`config.mk`:
```
export PLATFORM = sky130hd
export DESIGN_NAME = sqct_cordic
export DESIGN_NICKNAME = d
export VERILOG_FILES = /design/src/design/sqct_pkg.sv /design/src/design/sqct_cordic.sv
export SDC_FILE = /design/constraint.sdc
export NUM_CORES = 2
export LEC_CHECK = 0
export BUFFER_PORTS_ARGS = -buffer_cell sky130_fd_sc_hd__buf_2
export CAP_MARGIN = 20
export CELL_PAD_IN_SITES_DETAIL_PLACEMENT = 1
export CELL_PAD_IN_SITES_GLOBAL_PLACEMENT = 1
export CORE_MARGIN = 4
export CORE_UTILIZATION = 50
export DETAILED_ROUTE_END_ITERATION = 10
export PLACE_DENSITY_LB_ADDON = 0.3
export SETUP_SLACK_MARGIN = 0.02
export SLEW_MARGIN = 0
export SYNTH_ARGS = -nofsm -noshare
export SYNTH_HDL_FRONTEND = slang
export SYNTH_SLANG_ARGS = --single-unit
```
`constraint.sdc`:
```
create_clock -name clk -period 10.4 [get_ports clk]
set_clock_uncertainty 0.15 [all_clocks]
set_input_delay 2.08 -clock clk [delete_from_list [all_inputs] [get_ports clk]]
set_output_delay 2.08 -clock clk [all_outputs]
set_load 0.05 [all_outputs]
```
`src/design/sqct_pkg.sv`:
```
package sqct_pkg;

  // Field widths
  localparam int COORD_W = 24;
  localparam int SCALE_W = 16;
  localparam int ANGLE_W = 16;

  // Datapath widths
  localparam int REL_W      = COORD_W + 1;        // corner relative to pivot
  localparam int PROD_W     = REL_W + SCALE_W;    // corner times scale
  localparam int SCALE_FRAC = 8;
  localparam int SCL_W      = PROD_W - SCALE_FRAC; // scaled corner
  localparam int TRIG_W     = 17;                 // Q1.15 with room for +1.0
  localparam int TRIG_FRAC  = 15;
  localparam int ROT_PROD_W = TRIG_W + SCL_W;     // trig times scaled corner
  localparam int ROT_W      = ROT_PROD_W - TRIG_FRAC;
  localparam int SUM_W      = ROT_W + 1;          // rotated corner plus origin

  // CORDIC
  localparam int CORDIC_W         = 33;
  localparam int CORDIC_STEPS     = 16;
  localparam int CORDIC_PER_STAGE = 2;
  localparam int CORDIC_STAGES    = CORDIC_STEPS / CORDIC_PER_STAGE;
  localparam int CORDIC_LAT       = CORDIC_STAGES + 2;
  localparam int PIPE_DEPTH       = CORDIC_LAT + 3;

  localparam logic signed [CORDIC_W-1:0] CORDIC_GAIN = 33'sd652032874;
  localparam logic signed [CORDIC_W-1:0] CORDIC_ONE  = 33'sd1073741824;

  // Arctangent of 2^-i in units of 2^-32 turn
  localparam logic signed [CORDIC_W-1:0] CORDIC_ATAN [CORDIC_STEPS] = '{
    33'sd536870912, 33'sd316933406, 33'sd167458907, 33'sd85004756,
    33'sd42667331,  33'sd21354465,  33'sd10679838,  33'sd5340245,
    33'sd2670163,   33'sd1335087,   33'sd667544,    33'sd333772,
    33'sd166886,    33'sd83443,     33'sd41722,     33'sd20861
  };

  localparam logic signed [COORD_W-1:0] OUT_MAX = 24'sd8388607;
  localparam logic signed [COORD_W-1:0] OUT_MIN = -24'sd8388608;

  typedef struct packed {
    logic signed [COORD_W-1:0] pos_x;
    logic signed [COORD_W-1:0] pos_y;
    logic signed [COORD_W-1:0] size_w;
    logic signed [COORD_W-1:0] size_h;
    logic signed [COORD_W-1:0] pivot_x;
    logic signed [COORD_W-1:0] pivot_y;
    logic signed [SCALE_W-1:0] scale_x;
    logic signed [SCALE_W-1:0] scale_y;
    logic [ANGLE_W-1:0]        angle;
  } item_t;

  typedef struct packed {
    logic signed [COORD_W-1:0] corner1_x;
    logic signed [COORD_W-1:0] corner1_y;
    logic signed [COORD_W-1:0] corner2_x;
    logic signed [COORD_W-1:0] corner2_y;
    logic signed [COORD_W-1:0] corner3_x;
    logic signed [COORD_W-1:0] corner3_y;
    logic signed [COORD_W-1:0] corner4_x;
    logic signed [COORD_W-1:0] corner4_y;
  } result_t;

  typedef struct packed {
    logic signed [TRIG_W-1:0] cos_q15;
    logic signed [TRIG_W-1:0] sin_q15;
  } trig_t;

endpackage

```
`src/design/sqct_cordic.sv`:
```
module sqct_cordic import sqct_pkg::*; (
  input  logic               clk,
  input  logic [ANGLE_W-1:0] angle,
  output trig_t              trig
);

  localparam int REM_W   = ANGLE_W - 2;
  localparam int Z_SHIFT = 32 - ANGLE_W;

  localparam logic [1:0] QUAD_0 = 2'd0;
  localparam logic [1:0] QUAD_1 = 2'd1;
  localparam logic [1:0] QUAD_2 = 2'd2;
  localparam logic [1:0] QUAD_3 = 2'd3;

  localparam logic signed [CORDIC_W-1:0] ROUND_HALF = 33'sd16384;
  localparam logic signed [CORDIC_W-1:0] TRIG_MAX   = 33'sd32768;
  localparam logic signed [CORDIC_W-1:0] TRIG_MIN   = -33'sd32768;

  typedef struct packed {
    logic [CORDIC_W-1:0] x;
    logic [CORDIC_W-1:0] y;
    logic [CORDIC_W-1:0] z;
    logic [1:0]          quad;
    logic                rem_zero;
  } cvec_t;

  // One micro-rotation toward zero residual angle
  function automatic cvec_t rotate_step(input cvec_t v, input int step);
    logic signed [CORDIC_W-1:0] x;
    logic signed [CORDIC_W-1:0] y;
    logic signed [CORDIC_W-1:0] z;
    logic signed [CORDIC_W-1:0] dx;
    logic signed [CORDIC_W-1:0] dy;
    cvec_t r;
    x  = v.x;
    y  = v.y;
    z  = v.z;
    dx = y >>> step;
    dy = x >>> step;
    r  = v;
    if (!z[CORDIC_W-1]) begin
      r.x = x - dx;
      r.y = y + dy;
      r.z = z - CORDIC_ATAN[step];
    end else begin
      r.x = x + dx;
      r.y = y - dy;
      r.z = z + CORDIC_ATAN[step];
    end
    return r;
  endfunction

  // Round Q2.30 to Q1.15 half up, clamp to plus or minus one
  function automatic logic signed [TRIG_W-1:0] to_q15(input logic signed [CORDIC_W-1:0] v);
    logic signed [CORDIC_W-1:0] r;
    r = (v + ROUND_HALF) >>> TRIG_FRAC;
    if (r > TRIG_MAX) begin
      r = TRIG_MAX;
    end else if (r < TRIG_MIN) begin
      r = TRIG_MIN;
    end
    return TRIG_W'(r);
  endfunction

  cvec_t stage [CORDIC_STAGES+1];

  // Load the start vector from the angle within its quadrant
  always_ff @(posedge clk) begin
    stage[0].x        <= CORDIC_GAIN;
    stage[0].y        <= '0;
    stage[0].z        <= CORDIC_W'({angle[REM_W-1:0], {Z_SHIFT{1'b0}}});
    stage[0].quad     <= angle[ANGLE_W-1:REM_W];
    stage[0].rem_zero <= (angle[REM_W-1:0] == '0);
  end

  // Two micro-rotations per register stage
  for (genvar g = 0; g < CORDIC_STAGES; g++) begin : g_stage
    cvec_t nxt;

    always_comb begin
      nxt = stage[g];
      for (int k = 0; k < CORDIC_PER_STAGE; k++) begin
        nxt = rotate_step(nxt, g * CORDIC_PER_STAGE + k);
      end
    end

    always_ff @(posedge clk) begin
      stage[g+1] <= nxt;
    end
  end

  // Apply the quadrant exactly, substitute the exact vector on quadrant edges
  logic signed [CORDIC_W-1:0] fx;
  logic signed [CORDIC_W-1:0] fy;
  logic signed [CORDIC_W-1:0] cos_full;
  logic signed [CORDIC_W-1:0] sin_full;

  always_comb begin
    fx = stage[CORDIC_STAGES].rem_zero ? CORDIC_ONE : stage[CORDIC_STAGES].x;
    fy = stage[CORDIC_STAGES].rem_zero ? '0 : stage[CORDIC_STAGES].y;
    unique case (stage[CORDIC_STAGES].quad)
      QUAD_0: begin
        cos_full = fx;
        sin_full = fy;
      end
      QUAD_1: begin
        cos_full = -fy;
        sin_full = fx;
      end
      QUAD_2: begin
        cos_full = -fx;
        sin_full = -fy;
      end
      QUAD_3: begin
        cos_full = fy;
        sin_full = -fx;
      end
      default: begin
        cos_full = fx;
        sin_full = fy;
      end
    endcase
  end

  always_ff @(posedge clk) begin
    trig.cos_q15 <= to_q15(cos_full);
    trig.sin_q15 <= to_q15(sin_full);
  end

endmodule

```
==> reports/results.tsv <==
stage	metric	value	unit
outcome	status	complete, no violations	
logic_synthesis	post_synth_num_cell_types	94	
route	routed.top_layer	met4	
global_routing	grt_max_degree	82	
floorplan	die_x	429.2	um
route	drt-total-wl	297400	um
floorplan	die_area	0.1842	mm2
global_routing	grt_pass1_vias	88509	
logic_synthesis	async_flop_share	0	%
route	firstDrtPassIters	6	
sta	setup_violations	0	
finish	fin_cells	13815	
worst_setup_path	crit_required	10.86	ns
sta	max_slew_margin	20.62	%
route	first_iter_violations	4521	
finish	nFillCells	21831	
sta	rsz0062_at_grt	false	
finish	seq_area	0.01498	mm2
logic_synthesis	synth_edf_count	0	
logic_synthesis	synthFlopType	dfxtp_1	
global_routing	grt_first_pass_wirelength	474400	um
cts	htreeDepth	3	
cts	cts_buffer_depth	3	
floorplan	start_util	50.32	%
sta	whs	0.1667	ns
logic_synthesis	synth_area_per_cell	7.792	um2
sta	drv_slew	0	
cts	cts_hold_buffers	0	
finish	finalInstanceArea	0.09507	mm2
worst_setup_path	crit_type	reg2reg	
route	routedWlPerCell	21.53	um
floorplan	rows	154	
route	ant_nets	0	
sta	hold_viol_final	0	
global_routing	grt_util_all_layers	31.07	%
finish	nets	12761	
cts	clock_latency	0.74	ns
sta	worst_slew_pin_slew	1.180	ns
route	wl_met1	125200	um
cts	cts_tree	done	
worst_setup_path	start_kind	flip-flop	
finish	layout-drive-gt1-share	4.262	%
route	vias_per_cell	6.141	
hold_path	min_path_type	reg2reg	
logic_synthesis	netlist_area	0.08872	mm2
logic_synthesis	synth_warnings	0	
worst_setup_path	max_stage_delay	0.80	ns
route	drc	0	
worst_setup_path	cp_slowest_cell	a2111oi_0	
sta	post-route-period-util	93.36	%
logic_synthesis	synth_cells	11385	
logic_synthesis	ys_seq_area_share	16.88	%
floorplan	die_h	429.2	um
route	dr_wl_met3	9642	um
cts	cts_setup_buffers	0	
route	wl_met2	148100	um
worst_setup_path	crit_fanout	5	
route	vias	84843	
worst_setup_path	arrival	10.16	ns
logic_synthesis	synth-seq-cells	748	
cts	cts_root_buffer	clkbuf_16	
sta	setup_tns	0	ns
global_routing	gr-total-overflow	0	
placed_design	dp.final_hpwl	244100	um
cts	cts.sinks	748	
worst_setup_path	critPathMostFrequentCell	o21a_1	
sta	fmax	103.0	MHz
global_routing	antenna_found_initial	0	
cts	clk_pin_slew	0.07	ns
cts	numCtsBuffers	92	
placed_design	port_buffers	50	
job	drv_cap	0	
finish	multi_input_area	0.07080	mm2
sta	period_needed	9.709	ns
placed_design	placed_area	0.09171	mm2
placed_design	gp_congestion	0.9565	
floorplan	pin_count	51	
floorplan	core	0.1763	mm2
finish	area_delta_synth_final	7.169	%
worst_setup_path	cp-end-kind	flip-flop	
placed_design	dp.cells	13638	
-- synthesized netlist by cell type, types with 37 or more instances --
| master | instances | share of area, % |
|---|---|---|
| nor2_1 | 1112 | 4.7 |
| inv_1 | 589 | 2.5 |
| clkbuf_1 | 157 | 0.66 |
| nand2_1 | 643 | 2.7 |
| buf_1 | 43 | 0.18 |
| nor3b_1 | 40 | 0.34 |
| o211ai_1 | 51 | 0.43 |
| a211o_1 | 43 | 0.42 |
| a31oi_1 | 127 | 0.90 |
| and3_1 | 109 | 0.77 |
| ha_1 | 1311 | 18 |
| nand2b_1 | 171 | 1.2 |
| nor4_1 | 90 | 0.63 |
| o21a_1 | 213 | 1.8 |
| xor2_1 | 523 | 5.2 |
| o21ai_0 | 638 | 3.6 |
| dfxtp_1 | 748 | 17 |
| o41ai_1 | 46 | 0.45 |
| a21boi_0 | 67 | 0.57 |
| nand4_1 | 51 | 0.36 |
| a211oi_1 | 85 | 0.72 |
| or3_1 | 94 | 0.66 |
| mux2i_1 | 70 | 0.79 |
| nand3_1 | 226 | 1.3 |
| nor2b_1 | 179 | 1.3 |
| a21o_1 | 365 | 3.1 |
| fa_1 | 37 | 0.83 |
| and2_1 | 84 | 0.59 |
| mux2_2 | 60 | 0.76 |
| xnor2_1 | 1116 | 11 |
| a21oi_1 | 1082 | 6.1 |
| or2_2 | 59 | 0.42 |
| nor3_1 | 364 | 2.1 |
| o31ai_1 | 93 | 0.79 |
| o21bai_1 | 148 | 1.3 |
-- stage by stage --
stage	utilization (%)	worst slack (ns)
floorplan	-	1.278
global placement	52.02	1.244
detailed placement	52.02	0.9985
CTS	53.89	0.8772
global route	53.92	0.04162
finish	53.93	0.6908
-- layer usage --
layer | vias to the layer above | global-route usage [%]
met5 | - | 0
met4 | 0 | 13.62
met3 | 622 | 3.030
met2 | 1692 | 56.77
met1 | 41470 | 36.72
li1 | 41059 | -
-- cells in the final DEF, fill, tap and decap left out, types with 148 or more instances in the layout --
master	synthesis	routed
a21o_1	365	363
a21oi_1	1082	1081
dfxtp_1	748	740
ha_1	1311	1311
inv_1	589	588
nand2_1	643	643
nand2b_1	171	170
nand3_1	226	226
nor2_1	1112	1112
nor2b_1	179	179
nor3_1	364	364
o21a_1	213	213
o21ai_0	638	637
o21bai_1	148	148
xnor2_1	1116	1114
xor2_1	523	523
-- layout make-up --
| type | count | share of cell area [%] |
|---|---|---|
| clock buffer | 113 | 2.665 |
| timing repair buffer | 119 | 0.8633 |
| inverter | 594 | 2.345 |
| antenna | 1 | 0.002632 |
| clock inverter | 59 | 0.8133 |
| sequential | 748 | 15.76 |
| tap | 2340 | 3.079 |
| multi-input combinational | 9841 | 74.47 |
-- worst max-delay path: cells and delay by family (launching register included) --
family	cells	cell delay [ns]
fa+ha+maj	2	0.60
compound gates	13	5.04
flops	1	0.35
xor+xnor	3	0.76
simple gates	10	2.51
buf+inv	1	0.13
-- final timing paths --
| path | cells past startpoint | start | slack, ns | to |
|---|---|---|---|---|
| worst min register to register | 0 | stage[3][1] | 0.17 | stage[4][1] |
| worst max-delay path | 29 | stage[3][79] | 0.69 | stage[4][100] |
| worst max register to register | 29 | stage[3][79] | 0.69 | stage[4][100] |
| worst min-delay path | 0 | stage[3][1] | 0.17 | stage[4][1] |
-- flip-flops by register name (all words and copies together), names as in the netlist --
register / flops
stage: 714
trig: 34
-- kinds of logic after synthesis --
family / synth area share, %
other cells: 0.004227
compound gates: 24.11
buf+inv: 3.376
simple gates: 18.37
xor+xnor: 16.20
flops: 16.88
mux: 1.729
fa+ha+maj: 19.32
-- what timing repair did --
action / 4_1_cts / 5_1_grt
endpoints found under the hold margin: 0 / 0
gates resized for setup: 0 / 1
endpoints found under the setup margin: 0 / 1
Power is left out: the tool's default activity adds up to more than one toggle a clock period on the data nets, which glitch-free logic cannot reach.
